<file path="config.mk">
export PLATFORM = sky130hd
export DESIGN_NAME = sprite_row_pixel_blitter_core
export DESIGN_NICKNAME = d
export VERILOG_FILES = /design/src/hw/rtl/srpb_pkg.sv /design/src/hw/rtl/sprite_row_pixel_blitter_core.sv /design/src/hw/rtl/srpb_lane.sv /design/src/hw/rtl/srpb_merge.sv
export VERILOG_INCLUDE_DIRS = /design/src /design/src/hw/rtl
export SDC_FILE = /design/constraint.sdc
export NUM_CORES = 1
export LEC_CHECK = 0
export BUFFER_PORTS_ARGS = -buffer_cell sky130_fd_sc_hd__clkbuf_2
export CELL_PAD_IN_SITES_DETAIL_PLACEMENT = 2
export CELL_PAD_IN_SITES_GLOBAL_PLACEMENT = 2
export CORE_UTILIZATION = 44
export DETAILED_ROUTE_END_ITERATION = 8
export PLACE_DENSITY_LB_ADDON = 0.1
export SLEW_MARGIN = 20
export SYNTH_ARGS = -nofsm -noshare
export SYNTH_HDL_FRONTEND = slang
export SYNTH_SLANG_ARGS = --single-unit
</file>
<file path="constraint.sdc">
create_clock -name clk -period 15.15 [get_ports clk]
set_input_delay 1.515 -clock clk [delete_from_list [all_inputs] [get_ports clk]]
set_output_delay 1.515 -clock clk [all_outputs]
set_load 0.05 [all_outputs]
</file>
<file path="src/hw/rtl/sprite_row_pixel_blitter_core_macros.svh">
// ---------------------------------------------------------------------------
// Assertion macros for the sprite row blitter
// Clocked on clk, disabled during rst.
// ---------------------------------------------------------------------------
`ifndef SPRITE_ROW_PIXEL_BLITTER_CORE_MACROS_SVH
`define SPRITE_ROW_PIXEL_BLITTER_CORE_MACROS_SVH

// same-cycle implication
`define SRPB_ASSERT_NOW(lbl, ante, cons, msg) \
  lbl: assert property (@(posedge clk) disable iff (rst) (ante) |-> (cons)) \
    else $error(msg);

// next-cycle implication
`define SRPB_ASSERT_NEXT(lbl, ante, cons, msg) \
  lbl: assert property (@(posedge clk) disable iff (rst) (ante) |=> (cons)) \
    else $error(msg);

`endif

</file>
<file path="src/hw/rtl/srpb_pkg.sv">
// ---------------------------------------------------------------------------
// srpb_pkg
// Shared types, limits and the blend table of the sprite row blitter.
// ---------------------------------------------------------------------------
`default_nettype none

package srpb_pkg;

  localparam int SCREEN_LIMIT = 1024;
  localparam int DIM_W        = 11;
  localparam int COORD_W      = 16;
  localparam int LANES        = 8;
  localparam int LANE_W       = $clog2(LANES);

  typedef enum logic [1:0] {
    REG_SCREEN_WIDTH  = 2'd0,
    REG_SCREEN_HEIGHT = 2'd1
  } reg_index_t;

  typedef struct packed {
    logic [COORD_W-1:0] x;
    logic [1:0]         color;
    logic               we;
  } pix_t;

  typedef struct packed {
    logic [COORD_W-1:0] y;
    logic               layer;
  } row_t;

  localparam logic [1:0] BLEND_TAB [4][16] = '{
    '{2'd0, 2'd0, 2'd0, 2'd0, 2'd1, 2'd0, 2'd1, 2'd1,
      2'd2, 2'd2, 2'd0, 2'd2, 2'd3, 2'd3, 2'd3, 2'd0},
    '{2'd0, 2'd1, 2'd2, 2'd3, 2'd0, 2'd1, 2'd2, 2'd3,
      2'd0, 2'd1, 2'd2, 2'd3, 2'd0, 2'd1, 2'd2, 2'd3},
    '{2'd1, 2'd2, 2'd3, 2'd1, 2'd1, 2'd2, 2'd3, 2'd1,
      2'd1, 2'd2, 2'd3, 2'd1, 2'd1, 2'd2, 2'd3, 2'd1},
    '{2'd2, 2'd3, 2'd1, 2'd2, 2'd2, 2'd3, 2'd1, 2'd2,
      2'd2, 2'd3, 2'd1, 2'd2, 2'd2, 2'd3, 2'd1, 2'd2}
  };

  // bit m set: mode m is opaque
  localparam logic [15:0] OPAQUE_MASK = 16'b0111_1011_1101_1111;

  function automatic logic [DIM_W-1:0] clamp_dim(input logic [DIM_W-1:0] v);
    logic [DIM_W-1:0] d;
    d = v;
    if (d == '0) begin
      d = DIM_W'(1);
    end else if (d > DIM_W'(SCREEN_LIMIT)) begin
      d = DIM_W'(SCREEN_LIMIT);
    end
    return d;
  endfunction

endpackage

`default_nettype wire

</file>
<file path="src/hw/rtl/sprite_row_pixel_blitter_core.sv">
// A row beat loads the row bank; its pixels then pass the output register.
// Throughput: one pixel per cycle while out_stall does not hold the output, set
//   by the single output register draining the eight-entry row bank.
// A new row is taken while the previous one's last pixel leaves the bank.
// Reset: clears bank valid and output valid; screen size returns to 512 x 320.
// ---------------------------------------------------------------------------
// sprite_row_pixel_blitter_core
// Eight lanes blend one sprite row in parallel; a merge stage serializes it.
// ---------------------------------------------------------------------------
`default_nettype none

module sprite_row_pixel_blitter_core (
  input  wire logic        clk,
  input  wire logic        rst,
  input  wire logic        cfg_valid,
  output logic             cfg_ready,
  input  wire logic [1:0]  cfg_index,
  input  wire logic [10:0] cfg_data,
  input  wire logic        in_valid,
  output logic             in_stall,
  input  wire logic [15:0] origin_x,
  input  wire logic [15:0] origin_y,
  input  wire logic [2:0]  row_index,
  input  wire logic [7:0]  plane_low,
  input  wire logic [7:0]  plane_high,
  input  wire logic [3:0]  blend_mode,
  input  wire logic        flip_x,
  input  wire logic        flip_y,
  input  wire logic        two_bpp,
  input  wire logic        layer_select,
  output logic             out_valid,
  input  wire logic        out_stall,
  output logic [15:0]      pixel_x,
  output logic [15:0]      pixel_y,
  output logic [1:0]       pixel_color,
  output logic             pixel_layer,
  output logic             write_enable,
  output logic             last_pixel
);
  import srpb_pkg::*;

  logic [DIM_W-1:0]   screen_width;
  logic [DIM_W-1:0]   screen_height;
  logic [2:0]         yoff;
  logic [COORD_W-1:0] py;
  logic               row_inside;
  logic [7:0]         hi_plane;
  logic               load_ok;
  logic               load;
  pix_t               lanes [LANES];
  row_t               row;

  assign cfg_ready = 1'b1;

  always_ff @(posedge clk) begin
    if (rst) begin
      screen_width  <= DIM_W'(512);
      screen_height <= DIM_W'(320);
    end else if (cfg_valid && cfg_ready) begin
      case (cfg_index)
        REG_SCREEN_WIDTH:  screen_width  <= clamp_dim(cfg_data);
        REG_SCREEN_HEIGHT: screen_height <= clamp_dim(cfg_data);
        default: ;
      endcase
    end
  end

  always_comb begin
    yoff       = flip_y ? ~row_index : row_index;
    py         = origin_y + {{(COORD_W-3){1'b0}}, yoff};
    row_inside = py < {{(COORD_W-DIM_W){1'b0}}, screen_height};
    hi_plane   = two_bpp ? plane_high : 8'd0;
    row.y      = py;
    row.layer  = layer_select;
    in_stall   = !load_ok;
    load       = in_valid && load_ok;
  end

  for (genvar i = 0; i < LANES; i++) begin : g_lane
    srpb_lane u_lane (
      .bit_pos      (LANE_W'(i)),
      .origin_x     (origin_x),
      .lo_bit       (plane_low[i]),
      .hi_bit       (hi_plane[i]),
      .blend_mode   (blend_mode),
      .flip_x       (flip_x),
      .row_inside   (row_inside),
      .screen_width (screen_width),
      .pix          (lanes[i])
    );
  end

  srpb_merge u_merge (
    .clk          (clk),
    .rst          (rst),
    .load         (load),
    .lanes        (lanes),
    .row          (row),
    .load_ok      (load_ok),
    .out_valid    (out_valid),
    .out_stall    (out_stall),
    .pixel_x      (pixel_x),
    .pixel_y      (pixel_y),
    .pixel_color  (pixel_color),
    .pixel_layer  (pixel_layer),
    .write_enable (write_enable),
    .last_pixel   (last_pixel)
  );

endmodule

`default_nettype wire

</file>
<file path="src/hw/rtl/srpb_lane.sv">
// ---------------------------------------------------------------------------
// srpb_lane
// One pixel of a sprite row: column, blended color and write flag.
// ---------------------------------------------------------------------------
`default_nettype none

module srpb_lane (
  input  wire logic [2:0]                    bit_pos,
  input  wire logic [15:0]                   origin_x,
  input  wire logic                          lo_bit,
  input  wire logic                          hi_bit,
  input  wire logic [3:0]                    blend_mode,
  input  wire logic                          flip_x,
  input  wire logic                          row_inside,
  input  wire logic [srpb_pkg::DIM_W-1:0]    screen_width,
  output srpb_pkg::pix_t                     pix
);
  import srpb_pkg::*;

  logic [1:0]         code;
  logic [2:0]         xoff;
  logic [COORD_W-1:0] px;
  logic               drawn;

  always_comb begin
    code  = {hi_bit, lo_bit};
    // unflipped column is 7 - bit_pos
    xoff  = flip_x ? bit_pos : ~bit_pos;
    px    = origin_x + {{(COORD_W-3){1'b0}}, xoff};
    drawn = OPAQUE_MASK[blend_mode] || (code != 2'd0);
    pix.x     = px;
    pix.color = BLEND_TAB[code][blend_mode];
    pix.we    = drawn && row_inside &&
                (px < {{(COORD_W-DIM_W){1'b0}}, screen_width});
  end

endmodule

`default_nettype wire

</file>
<file path="src/hw/rtl/srpb_merge.sv">
// ---------------------------------------------------------------------------
// srpb_merge
// Row bank of lane results, drained one pixel per beat into the output register.
// ---------------------------------------------------------------------------
`default_nettype none
`include "sprite_row_pixel_blitter_core_macros.svh"

module srpb_merge (
  input  wire logic                   clk,
  input  wire logic                   rst,
  input  wire logic                   load,
  input  wire srpb_pkg::pix_t         lanes [srpb_pkg::LANES],
  input  wire srpb_pkg::row_t         row,
  output logic                        load_ok,
  output logic                        out_valid,
  input  wire logic                   out_stall,
  output logic [15:0]                 pixel_x,
  output logic [15:0]                 pixel_y,
  output logic [1:0]                  pixel_color,
  output logic                        pixel_layer,
  output logic                        write_enable,
  output logic                        last_pixel
);
  import srpb_pkg::*;

  pix_t              bank [LANES];
  row_t              bank_row;
  logic              bank_valid;
  logic [LANE_W-1:0] count;
  logic              advance;
  logic              last_move;

  always_comb begin
    advance   = bank_valid && (!out_valid || !out_stall);
    last_move = advance && (count == LANE_W'(LANES - 1));
    load_ok   = !bank_valid || last_move;
  end

  always_ff @(posedge clk) begin
    if (rst) begin
      bank_valid <= 1'b0;
      count      <= '0;
      out_valid  <= 1'b0;
    end else begin
      if (load) begin
        bank_valid <= 1'b1;
        count      <= '0;
      end else begin
        if (last_move) begin
          bank_valid <= 1'b0;
        end
        if (advance) begin
          count <= count + LANE_W'(1);
        end
      end
      if (advance) begin
        out_valid <= 1'b1;
      end else if (!out_stall) begin
        out_valid <= 1'b0;
      end
    end
  end

  always_ff @(posedge clk) begin
    if (load) begin
      bank     <= lanes;
      bank_row <= row;
    end
    if (advance) begin
      pixel_x      <= bank[count].x;
      pixel_color  <= bank[count].color;
      write_enable <= bank[count].we;
      pixel_y      <= bank_row.y;
      pixel_layer  <= bank_row.layer;
      last_pixel   <= (count == LANE_W'(LANES - 1));
    end
  end

  `SRPB_ASSERT_NOW(a_no_overwrite, load, !bank_valid || last_move, "bank overwritten")
  `SRPB_ASSERT_NEXT(a_last_flag, last_move, out_valid && last_pixel, "last pixel missing")
  `SRPB_ASSERT_NOW(a_idle_count, !bank_valid, count == '0, "count off while idle")

endmodule

`default_nettype wire
</file>
==> summary.txt, run 1 <==
Routing
  • Routed len/inst: ~27 um
  • DRT Pass-1 Iters: 4
  • Met1 layer wirelength in the final routing: roughly 21000 um
  • Post-DR vias/cell: about 5.9
  • Detailed route wirelength on metal3: 2250 um
  • Final ANT Viol Nets: 0
  • Drt total wl: about 48000 um
  • Sum of met2 wire segment lengths after detailed routing: 23200 um
  • Drt initial violations: roughly 660
  • Residual DRC: 0
  • Number of vias after detailed routing: approximately 11000
  • Top sig layer: met4

Floorplan
  • DIE AREA: approximately 33000 um^2
  • Overall die height: around 180 um
  • Starting density of the core: 0.450
  • Floorplan row count: 65
  • Core outline area: approximately 32000 um^2
  • I/O pin cnt: 117
  • DIE WIDTH: roughly 180 um

Place
  • Worst-case setup slack after placement: approximately 9600 ps
  • HPWL Detailed: between 30000 and 40000 um
  • Quantity of I/O buffers inserted on ports: ~120
  • Instance area after placement: approximately 15000 um^2
  • Final weighted congestion in routability-driven placement: 0.879
  • DP Cell Count: roughly 1700

Clock network
  • CTS tree: built
  • Clock Sink Count: 223
  • Clock Tree Buf Depth: 3
  • Clock Latency Late Sink: 550 ps
  • CTS clk-pin slew, worst paths: approximately 60 ps
  • H-tree depth: 1
  • TritonCTS buffer count: 28
  • Number of setup buffers added after CTS: 0
  • Cts hold-fix bufs: 0
  • Quantity of gates resized following cts: 0
  • Root cell of the clock tree: sky130_fd_sc_hd__clkbuf_16

Synth
  • Most frequently used flop master after synthesis: sky130_fd_sc_hd__edfxtp_1
  • Biggest area consumer among synthesized cells: sky130_fd_sc_hd__edfxtp_1
  • Count of flip-flops with a built-in enable after synthesis: about 200
  • Mean instance size in the synthesized netlist: roughly 11 um^2
  • Cells after Synth: approximately 1300
  • Flip-flop and latch count after synthesis: 223
  • Post-synth cell types: between 60 and 70
  • Number of nets in the synthesized netlist: about 1500
  • Synthesis warning total: 0
  • Post-Synthesis Cell Area: 14300 um^2
  • Synth top area cells: sky130_fd_sc_hd__edfxtp_1, sky130_fd_sc_hd__ha_1, sky130_fd_sc_hd__mux4_2, sky130_fd_sc_hd__xnor2_1, sky130_fd_sc_hd__dfxtp_1
  • Share of async-settable or async-resettable flops after synthesis: 0
  • Area fraction of the dominant cell type after synthesis: 0.412
  • Register area share after synthesis: 0.449

Power and ir drop
  • Comb power frac: 0.192
  • Switching fraction of total power: 0.289
  • Reg power frac: 0.420
  • Power, Total: between 1.5 and 2 mW
  • Switching power of the nets: 0.504 mW
  • Fraction of power consumed by the clock network: 0.388
  • Internal power contribution: approximately 1.2 mW
  • Worst vdd rail ir drop: between 0.09 and 0.1 mV
  • Total power divided by cell area: between 100 and 150 nW/um^2
  • Leakage power of the design: ~6.2 nW

STA
  • Period utilization: 0.339
  • Setup repair after global routing missed its margin: no
  • Final-report hold violation count: 0
  • Number of max-slew violations in the final report: 0
  • Worst slew margin relative to its limit: 0.251
  • Max Clock Skew: 18.4 ps
  • Smallest hold slack: between 400 and 500 ps
  • Crit path setup slack, layout: 10020 ps
  • Achievable clock frequency: 195 MHz
  • Shortest clock period the worst path allows after layout: approximately 5100 ps
  • Final setup viols: 0
  • Worst Max-Slew Pin Slew: 1120 ps
  • Total Negative Setup Slacks: 0 ps

Cells and area
  • Most frequent standard cell in the layout excluding fill and tap cells: sky130_fd_sc_hd__edfxtp_1
  • Fin cells: 1800
  • Area growth syn-to-layout: 13.0%
  • Final core occ: 0.508
  • Antenna cell count: 0
  • Count of nets after finishing: ~1600
  • Number of fill cells: 3200
  • Post-layout instance area: approximately 16000 um^2
  • Fraction of final layout cells with drive strength greater than 1: 0.184
  • Leading cell types in the layout, fill and taps excluded: sky130_fd_sc_hd__edfxtp_1, sky130_fd_sc_hd__ha_1, sky130_fd_sc_hd__nand2_1

Job
  • Max-cap check violation count: 0

GRT
  • Initial antenna violation count: 3
  • Overflow left after global routing: 0
  • Wire length of the first global-routing pass: 72600 um
  • Pin count of the biggest net entering global routing: 85
  • Vias in the first global route: around 11000
  • Global-route usage over all layers: 0.292

Critical path
  • Cell breakdown of the critical path: clkbuf_2 -> inv_1 -> ha_1 -> inv_1 -> fa_1 -> o21bai_1 -> nand2_1 -> nor2_1 -> xor2_1 -> ha_1 -> a21oi_1 -> nor2b_1 -> a2111oi_0 -> nand2_1 -> nor4_2
  • Critical path capture point type: register
  • Worst EP required: 15530 ps
  • Largest fanout on the critical path: 6
  • Critical-path top delay cell: sky130_fd_sc_hd__a2111oi_0
  • Arr. time, crit path: between 5000 and 6000 ps
  • Critical path type: in2reg
  • Kind of start point of the critical path: input pin
  • Biggest cell delay along the critical path: between 700 and 800 ps

Worst hold path
  • Tightest Hold Check Type: reg2reg

Run status
  • Run status: finished, final reports clean
[worst paths after layout]
path,from,endpoint,slack (ps),depth (start not counted)
setup / recovery,flip_x,u_merge.bank[19],10020,15
setup reg to reg,u_merge.count[0],u_merge.bank[25],11400,7
hold reg to reg,u_merge.bank_row[16],u_merge.pixel_y[15],420,0
hold / removal,u_merge.bank_row[16],u_merge.pixel_y[15],420,0
[critical path: cells and delay by family]
kind                     cells  cell delay [ps]
XOR/XNOR                     1              130
adder cells (fa/ha/maj)      3             1020
AND/OR/NAND/NOR              5              900
AO/OA/AOI/OAI                3             1470
buffers and inverters        3              480
[logic make-up after synthesis]
logic type / synth area share
DFF: 0.449
adders and majority gates: 0.126
muxes: 0.101
xor gates and xnor gates: 0.0796
and+or+nand+nor: 0.109
other: 0.000262
buffers and inverters: 0.0386
AOI/OAI and AO/OA: 0.0954
[state kept, by name, summed over array words and instances, names as in the netlist]
register / flops
u_merge.bank: 142
u_merge.bank_row: 17
u_merge.write_enable: 1
u_merge.pixel_x: 16
u_merge.out_valid: 1
screen_width: 11
u_merge.count: 3
u_merge.pixel_layer: 1
u_merge.pixel_color: 2
u_merge.bank_valid: 1
u_merge.last_pixel: 1
screen_height: 11
u_merge.pixel_y: 16
[cells in the mapped netlist, types with 16 or more instances]
cell type                  number
sky130_fd_sc_hd__o21ai_0       41
sky130_fd_sc_hd__nor2_1        69
sky130_fd_sc_hd__nand3_1       22
sky130_fd_sc_hd__mux4_2        46
sky130_fd_sc_hd__xor2_1        57
sky130_fd_sc_hd__ha_1         136
sky130_fd_sc_hd__dfxtp_1       27
sky130_fd_sc_hd__inv_1         69
sky130_fd_sc_hd__mux2_2        18
sky130_fd_sc_hd__a21oi_1       76
sky130_fd_sc_hd__xnor2_1       73
sky130_fd_sc_hd__nand2_1      131
sky130_fd_sc_hd__edfxtp_1     196
sky130_fd_sc_hd__clkbuf_1      44
sky130_fd_sc_hd__mux2i_1       21
sky130_fd_sc_hd__a21o_1        16
sky130_fd_sc_hd__nor2b_1       16
[power groups by stage]
stage | Clock [mW] | Sequential, mW | Combinational, mW
after floorplan | 0 | 0.770 | 0.191
after global placement | 0 | 0.742 | 0.313
after detailed placement | 0 | 0.745 | 0.328
after CTS | 0.685 | 0.733 | 0.334
after global routing | 0.708 | 0.735 | 0.361
final | 0.676 | 0.732 | 0.336
[layout make-up]
| cell class | instances | area (um^2) | area share |
|---|---|---|---|
| multi-input combinational | 893 | 7340 | 0.454 |
| clock inverter | 12 | 139 | 0.00859 |
| clock buffer | 39 | 773 | 0.0478 |
| inverter | 70 | 263 | 0.0163 |
| timing repair buffer | 128 | 677 | 0.0419 |
| sequential | 223 | 6430 | 0.398 |
| tap | 435 | 544 | 0.0337 |
[layer usage]
metal | up-vias | global-route usage
met1 | 5535 | 0.399
met4 | 0 | 0.0793
li1 | 4779 | -
met2 | 283 | 0.490
met3 | 68 | 0.0369
met5 | - | 0
Power figures use the tool's default switching activity.
==> run 2, diff against run 1 <==
--- a/config.mk
+++ b/config.mk
@@ -6,10 +6,11 @@
 export SDC_FILE = /design/constraint.sdc
 export NUM_CORES = 1
 export LEC_CHECK = 0
+export ABC_AREA = 1
 export BUFFER_PORTS_ARGS = -buffer_cell sky130_fd_sc_hd__clkbuf_2
 export CELL_PAD_IN_SITES_DETAIL_PLACEMENT = 2
 export CELL_PAD_IN_SITES_GLOBAL_PLACEMENT = 2
-export CORE_UTILIZATION = 44
+export CORE_UTILIZATION = 34
 export DETAILED_ROUTE_END_ITERATION = 8
 export PLACE_DENSITY_LB_ADDON = 0.1
 export SLEW_MARGIN = 20
==> constraint.sdc (replaced) <==
create_clock -name clk -period 4.6 [get_ports clk]
set_input_delay 0.46 -clock clk [delete_from_list [all_inputs] [get_ports clk]]
set_output_delay 0.46 -clock clk [all_outputs]
set_load 0.05 [all_outputs]
==> summary.txt, run 2 <==
Routing
  • Drt total wl: 56600 um
  • Post-DR vias/cell: approximately 5.2
  • Residual DRC: 0
  • Routed len/inst: about 22 um
  • Number of vias after detailed routing: 13200
  • DRT Pass-1 Iters: 4
  • Final ANT Viol Nets: 0
  • Drt initial violations: 613

Synth
  • Number of nets in the synthesized netlist: between 2000 and 2500
  • Top post-synthesis cells by count: sky130_fd_sc_hd__nand2_1, sky130_fd_sc_hd__nor2_1, sky130_fd_sc_hd__edfxtp_1, sky130_fd_sc_hd__inv_1, sky130_fd_sc_hd__o21ai_0
  • Mean instance size in the synthesized netlist: 8.20 um^2
  • Synth top area cells: sky130_fd_sc_hd__edfxtp_1, sky130_fd_sc_hd__ha_1, sky130_fd_sc_hd__nand2_1, sky130_fd_sc_hd__nor2_1, sky130_fd_sc_hd__inv_1
  • Post-Synthesis Cell Area: 15000 um^2
  • Most frequently used flop master after synthesis: sky130_fd_sc_hd__edfxtp_1
  • Post-synth cell types: 46
  • Cells after Synth: approximately 1800
  • Synthesis warning total: 0
  • Register area share after synthesis: 0.428
  • Share of async-settable or async-resettable flops after synthesis: 0
  • Count of flip-flops with a built-in enable after synthesis: 196
  • Biggest area consumer among synthesized cells: sky130_fd_sc_hd__edfxtp_1
  • Flip-flop and latch count after synthesis: approximately 220
  • Count leader, synth: sky130_fd_sc_hd__nand2_1
  • Area fraction of the dominant cell type after synthesis: 0.392

STA
  • Worst Max-Slew Pin Slew: 972 ps
  • Setup repair after global routing missed its margin: no
  • Max Clock Skew: 7.91 ps
  • Achievable clock frequency: slightly below 300 MHz
  • Final setup viols: 0
  • Smallest hold slack: slightly above 80 ps
  • Shortest clock period the worst path allows after layout: ~3400 ps
  • Number of max-slew violations in the final report: 0
  • Period utilization: 0.745
  • Total Negative Setup Slacks: 0 ps
  • Final-report hold violation count: 0
  • Worst slew margin relative to its limit: 0.349
  • Crit path setup slack, layout: 1170 ps

Critical path
  • Critical path type: in2reg
  • Critical-path top delay cell: sky130_fd_sc_hd__ha_1
  • Worst EP required: approximately 5000 ps
  • Kind of start point of the critical path: input pin
  • Largest fanout on the critical path: 14
  • Cell breakdown of the critical path: clkbuf_2 -> inv_1 -> ha_1 -> inv_2 -> a21oi_1 -> nand2_1 -> nand2_1 -> xor2_1 -> ha_1 -> nand2_1 -> nor2_1 -> a211oi_1 -> nand3_1 -> nor2_1 -> nand3_1 -> nor2_1
  • Arr. time, crit path: about 3800 ps
  • Critical path capture point type: register
  • Biggest cell delay along the critical path: ~670 ps

GRT
  • Overflow left after global routing: 0
  • Pin count of the biggest net entering global routing: 84
  • Global-route usage over all layers: 0.255
  • Initial antenna violation count: 4
  • Vias in the first global route: 14173
  • Wire length of the first global-routing pass: approximately 87000 um

Cells and area
  • Count of nets after finishing: about 2100
  • Final core occ: 0.396
  • Fraction of final layout cells with drive strength greater than 1: 0.101
  • Multi-input combinational cell area: 7500 um^2
  • Register containing the most flip-flops in the final layout: u_merge.bank
  • Number of fill cells: 4979
  • Flip-flop count of the largest register after layout: roughly 140
  • Leading cell types in the layout, fill and taps excluded: sky130_fd_sc_hd__nand2_1, sky130_fd_sc_hd__nor2_1, sky130_fd_sc_hd__edfxtp_1
  • Area growth syn-to-layout: 14.4%
  • Regs by FF count: u_merge.bank: 142 flops, u_merge.bank_row: 17 flops
  • Most frequent standard cell in the layout excluding fill and tap cells: sky130_fd_sc_hd__nand2_1
  • Fin cells: ~2500
  • Antenna cell count: 0
  • Sequential standard cell area: between 6000 and 7000 um^2

Power and ir drop
  • Leakage power of the design: 7.54 nW
  • Total power divided by cell area: about 350 nW/um^2
  • Internal power contribution: 4.19 mW
  • Fraction of power consumed by the clock network: 0.395
  • Comb power frac: 0.201
  • Reg power frac: 0.404
  • Worst vdd rail ir drop: between 0.2 and 0.25 mV
  • Switching fraction of total power: 0.302
  • Switching power of the nets: about 1.8 mW

Clock network
  • Clock Sink Count: roughly 220
  • CTS clk-pin slew, worst paths: ~60 ps
  • Quantity of gates resized following cts: 0
  • Clock Tree Buf Depth: 3
  • Clock Latency Late Sink: ~550 ps
  • Number of setup buffers added after CTS: 0
  • Root cell of the clock tree: sky130_fd_sc_hd__clkbuf_16
  • Cts hold-fix bufs: 0
  • H-tree depth: 1
  • CTS tree: built
  • TritonCTS buffer count: 27

Floorplan
  • Starting density of the core: 0.347
  • I/O pin cnt: about 120
  • Floorplan row count: 76
  • DIE WIDTH: approximately 210 um
  • Core outline area: between 40000 and 50000 um^2
  • Overall die height: roughly 210 um
  • DIE AREA: 45000 um^2

Worst hold path
  • Tightest Hold Check Type: in2reg

Place
  • Worst-case setup slack after placement: 648 ps
  • Final weighted congestion in routability-driven placement: just under 0.9
  • HPWL Detailed: 42900 um
  • DP Cell Count: 2478
  • Quantity of I/O buffers inserted on ports: 115

Job
  • Max-cap check violation count: 0

Run status
  • Run status: finished, final reports clean
[run 2: cell count changes in the layout (fill, tap and decap cells not counted), moves of 18 or more]
cell	before	now
sky130_fd_sc_hd__a21oi_1	75	94
sky130_fd_sc_hd__inv_1	69	195
sky130_fd_sc_hd__mux2_2	18	0
sky130_fd_sc_hd__mux2i_1	21	0
sky130_fd_sc_hd__mux4_2	46	0
sky130_fd_sc_hd__nand2_1	131	424
sky130_fd_sc_hd__nand3_1	22	99
sky130_fd_sc_hd__nor2_1	69	218
sky130_fd_sc_hd__o21ai_0	41	138
sky130_fd_sc_hd__o22ai_1	7	25
sky130_fd_sc_hd__xnor2_1	73	10
[run 2: final cells by class]
type | instances | area share
multi-input combinational | 1329 | 0.437
sequential | 223 | 0.375
inverter | 211 | 0.0463
tap | 585 | 0.0427
timing repair buffer | 130 | 0.0423
clock buffer | 29 | 0.0398
clock inverter | 21 | 0.0172
[run 2: metrics by stage]
step	total power [mW]	instance area, um^2
after floorplan	3.20	15000
after global placement	3.60	16200
after detailed placement	3.67	16200
after CTS	6.07	17200
after global routing	6.26	17200
final	6.00	17200
[run 2: metal layers]
metal  global-route usage  up-vias  share of wire
li1                     -     6304              -
met1                0.348     6616           0.47
met2                0.435      205           0.48
met3               0.0233       67          0.029
met4               0.0600        8          0.022
met5                    0        -        0.00090
[run 2: power by group through the flow]
stage / registers, mW / logic (mW) / clock network [mW]
after floorplan: 2.52 / 0.677 / 0
after global placement: 2.45 / 1.15 / 0
after detailed placement: 2.46 / 1.20 / 0
after CTS: 2.42 / 1.22 / 2.42
after global routing: 2.43 / 1.34 / 2.50
final: 2.42 / 1.21 / 2.37
[run 2: cells by family after synthesis]
kind of cell / share of synthesized area
XOR/XNOR: 0.0479
adder cells (fa/ha/maj): 0.120
AO/OA/AOI/OAI: 0.117
AND/OR/NAND/NOR: 0.213
buffers and inverters: 0.0727
flip-flops: 0.428
other: 0.000250
[run 2: path summary, 6_finish.rpt]
| kind | endpoint | start | cells after the start | slack (ps) |
|---|---|---|---|---|
| min | u_merge.bank_row[0] | layer_select | 1 | 80 |
| min reg2reg | u_merge.pixel_y[7] | u_merge.bank_row[8] | 0 | 420 |
| max | u_merge.bank[0] | flip_x | 16 | 1170 |
| max reg2reg | u_merge.bank[148] | u_merge.count[1] | 6 | 2140 |
[run 2: critical path, delay by kind of cell]
family	cells	cell delay (ps)
xor+xnor	1	240
compound gates	2	550
simple gates	8	1130
fa+ha+maj	2	950
buf+inv	3	480
==> run 3, diff against run 2 <==
--- a/config.mk
+++ b/config.mk
@@ -10,7 +10,7 @@
 export BUFFER_PORTS_ARGS = -buffer_cell sky130_fd_sc_hd__clkbuf_2
 export CELL_PAD_IN_SITES_DETAIL_PLACEMENT = 2
 export CELL_PAD_IN_SITES_GLOBAL_PLACEMENT = 2
-export CORE_UTILIZATION = 34
+export CORE_UTILIZATION = 37
 export DETAILED_ROUTE_END_ITERATION = 8
 export PLACE_DENSITY_LB_ADDON = 0.1
 export SLEW_MARGIN = 20
==> constraint.sdc (replaced) <==
create_clock -name clk -period 3.25 [get_ports clk]
set_input_delay 0.325 -clock clk [delete_from_list [all_inputs] [get_ports clk]]
set_output_delay 0.325 -clock clk [all_outputs]
set_load 0.05 [all_outputs]
==> summary.txt, run 3 (same netlist as run 2, synthesis figures left out) <==
Floorplan
  • Starting density of the core: 0.377
  • Core outline area: 39800 um^2
  • DIE AREA: about 41000 um^2
  • I/O pin cnt: 117
  • Overall die height: slightly above 200 um
  • Floorplan row count: between 70 and 80
  • DIE WIDTH: between 200 and 250 um

Cells and area
  • Post-layout instance area: ~18000 um^2
  • Register containing the most flip-flops in the final layout: u_merge.bank
  • Most frequent standard cell in the layout excluding fill and tap cells: sky130_fd_sc_hd__nand2_1
  • Final core occ: 0.444
  • Flip-flop count of the largest register after layout: ~140
  • Fraction of final layout cells with drive strength greater than 1: 0.135
  • Count of nets after finishing: roughly 2200
  • Leading cell types in the layout, fill and taps excluded: sky130_fd_sc_hd__nand2_1, sky130_fd_sc_hd__nor2_1, sky130_fd_sc_hd__edfxtp_1
  • Fin cells: 2543
  • Antenna cell count: 0
  • Regs by FF count: u_merge.bank: 142 flops, u_merge.bank_row: 17 flops
  • Area growth syn-to-layout: 17.8%

Clock network
  • Clock Tree Buf Depth: 3
  • TritonCTS buffer count: 28
  • Quantity of gates resized following cts: 0
  • Clock Latency Late Sink: 580 ps
  • Clock Sink Count: 223
  • CTS clk-pin slew, worst paths: about 60 ps
  • CTS tree: built
  • H-tree depth: 1
  • Root cell of the clock tree: sky130_fd_sc_hd__clkbuf_16

STA
  • Period utilization: 0.892
  • Final-report hold violation count: 0
  • Setup repair after global routing missed its margin: no
  • Worst slew margin relative to its limit: 0.566
  • Shortest clock period the worst path allows after layout: just under 3000 ps
  • Achievable clock frequency: 345 MHz
  • Worst Max-Slew Pin Slew: around 630 ps
  • Max Clock Skew: between 20 and 25 ps
  • Number of max-slew violations in the final report: 0
  • Final setup viols: 0

Routing
  • Drt total wl: 58900 um
  • Final ANT Viol Nets: 0
  • Number of vias after detailed routing: between 10000 and 15000
  • Routed len/inst: between 20 and 25 um
  • Drt initial violations: approximately 670
  • Post-DR vias/cell: ~5.4
  • DRT Pass-1 Iters: 4
  • Residual DRC: 0

Run status
  • Run status: finished, final reports clean

Critical path
  • R2r startpoint: u_merge.count[1]
  • R2r endpoint: u_merge.bank[70]
  • Arr. time, crit path: around 3300 ps
  • Kind of start point of the critical path: input pin
  • Most used cell along the critical path: sky130_fd_sc_hd__nand2_1
  • Largest fanout on the critical path: 6
  • Critical-path top delay cell: sky130_fd_sc_hd__fa_1
  • Critical path type: in2reg
  • Biggest cell delay along the critical path: between 500 and 600 ps
  • Worst r2r path cells: 6
  • Internal reg-to-reg setup slack: about 950 ps
  • Critical path capture point type: register
  • Cell breakdown of the critical path: clkbuf_2 -> buf_4 -> ha_1 -> inv_1 -> fa_1 -> inv_1 -> nand2_1 -> nand2_1 -> xor2_1 -> ha_1 -> nand2_1 -> nor2_1 -> a211oi_1 -> nand2_1 -> nand2_1 -> nand3_1 -> nor2_1
  • Worst EP required: approximately 3700 ps

GRT
  • Overflow left after global routing: 0
  • Pin count of the biggest net entering global routing: 87
  • Initial antenna violation count: 0
  • Vias in the first global route: ~15000
  • Global-route usage over all layers: 0.287
  • Wire length of the first global-routing pass: 90000 um

Place
  • DP Cell Count: roughly 2500
  • Quantity of I/O buffers inserted on ports: approximately 120
  • HPWL Detailed: roughly 45000 um
  • Instance area after placement: 16700 um^2
  • Final weighted congestion in routability-driven placement: approximately 0.95

Worst hold path
  • End point of the most critical hold path: screen_height[1]
  • Depth of the worst hold-timing path: 3
  • HP Start: cfg_data[1]
  • Tightest Hold Check Type: in2reg

Power and ir drop
  • Power, Total: 8.42 mW
  • Worst vdd rail ir drop: ~0.4 mV
  • Total power divided by cell area: between 400 and 500 nW/um^2
  • Leakage power of the design: around 7.9 nW

Job
  • Max-cap check violation count: 0
==> run 3: cell types whose count changed in the layout (fill, tap and decap cells not counted), moves of 3 or more <==
cell | previous run | this run
sky130_fd_sc_hd__clkbuf_1 | 2 | 6
sky130_fd_sc_hd__bufinv_16 | 7 | 3
sky130_fd_sc_hd__buf_12 | 3 | 6
sky130_fd_sc_hd__buf_4 | 12 | 82
==> run 3: area by class of cell <==
type | count | area, um^2
Fill cell | 4500 | 22200
Multi-Input combinational cell | 1329 | 7530
Sequential cell | 223 | 6430
Timing Repair Buffer | 205 | 1330
Inverter | 211 | 793
Clock buffer | 36 | 751
Tap cell | 525 | 657
Clock inverter | 14 | 176
==> run 3: critical path, delay by kind of cell <==
family,cells,cell delay (ps)
adder cells (fa/ha/maj),3,1000
AND/OR/NAND/NOR,8,900
buffers and inverters,4,440
XOR/XNOR,1,350
AO/OA/AOI/OAI,1,300
==> run 3: how the worst max path moves through the flow <==
| stage | cells past startpoint | slack (ps) | startpoint | end |
|---|---|---|---|---|
| 6_report | 17 | 350 | flip_x | u_merge.bank[114] |
| 3_3_place_gp | 15 | 90 | flip_x | u_merge.bank[0] |
| 5_1_grt | 17 | 280 | flip_x | u_merge.bank[114] |
| 4_1_cts | 17 | 430 | flip_x | u_merge.bank[114] |
| 3_5_place_dp | 17 | -170 | flip_x | u_merge.bank[114] |
| 2_1_floorplan | 4 | -300 | u_merge.count[1] | u_merge.bank[0] |
==> run 3: stage by stage <==
stage,setup WS (ps),hold WS [ps],TNS [ps]
after floorplan,-302,400,-48070
after global placement,91.3,401,0
after detailed placement,-172,407,-564
after CTS,427,17.3,0
after global routing,279,45.3,0
final,350,42.8,0
==> run 3: report_power, final <==
| group | leakage [nW] | internal, mW | total, mW | switching (mW) |
|---|---|---|---|---|
| registers | 2.09 | 3.36 | 3.42 | 0.0606 |
| logic | 5.36 | 0.569 | 1.84 | 1.27 |
| clock network | 0.446 | 1.87 | 3.16 | 1.29 |
| total | 7.90 | 5.80 | 8.42 | 2.62 |
==> run 3: routing by layer <==
| metal | track usage | up-vias | share of wire |
|---|---|---|---|
| met5 | 0 | - | 0 |
| met4 | 0.0712 | 0 | 0.022 |
| met3 | 0.0332 | 71 | 0.034 |
| met2 | 0.522 | 237 | 0.51 |
| met1 | 0.358 | 7082 | 0.43 |
| li1 | - | 6449 | - |
==> run 3: repair_timing <==
item,CTS,global route
setup buffers,0,0
hold buffers,2,0
endpoints found under the hold margin,2,0
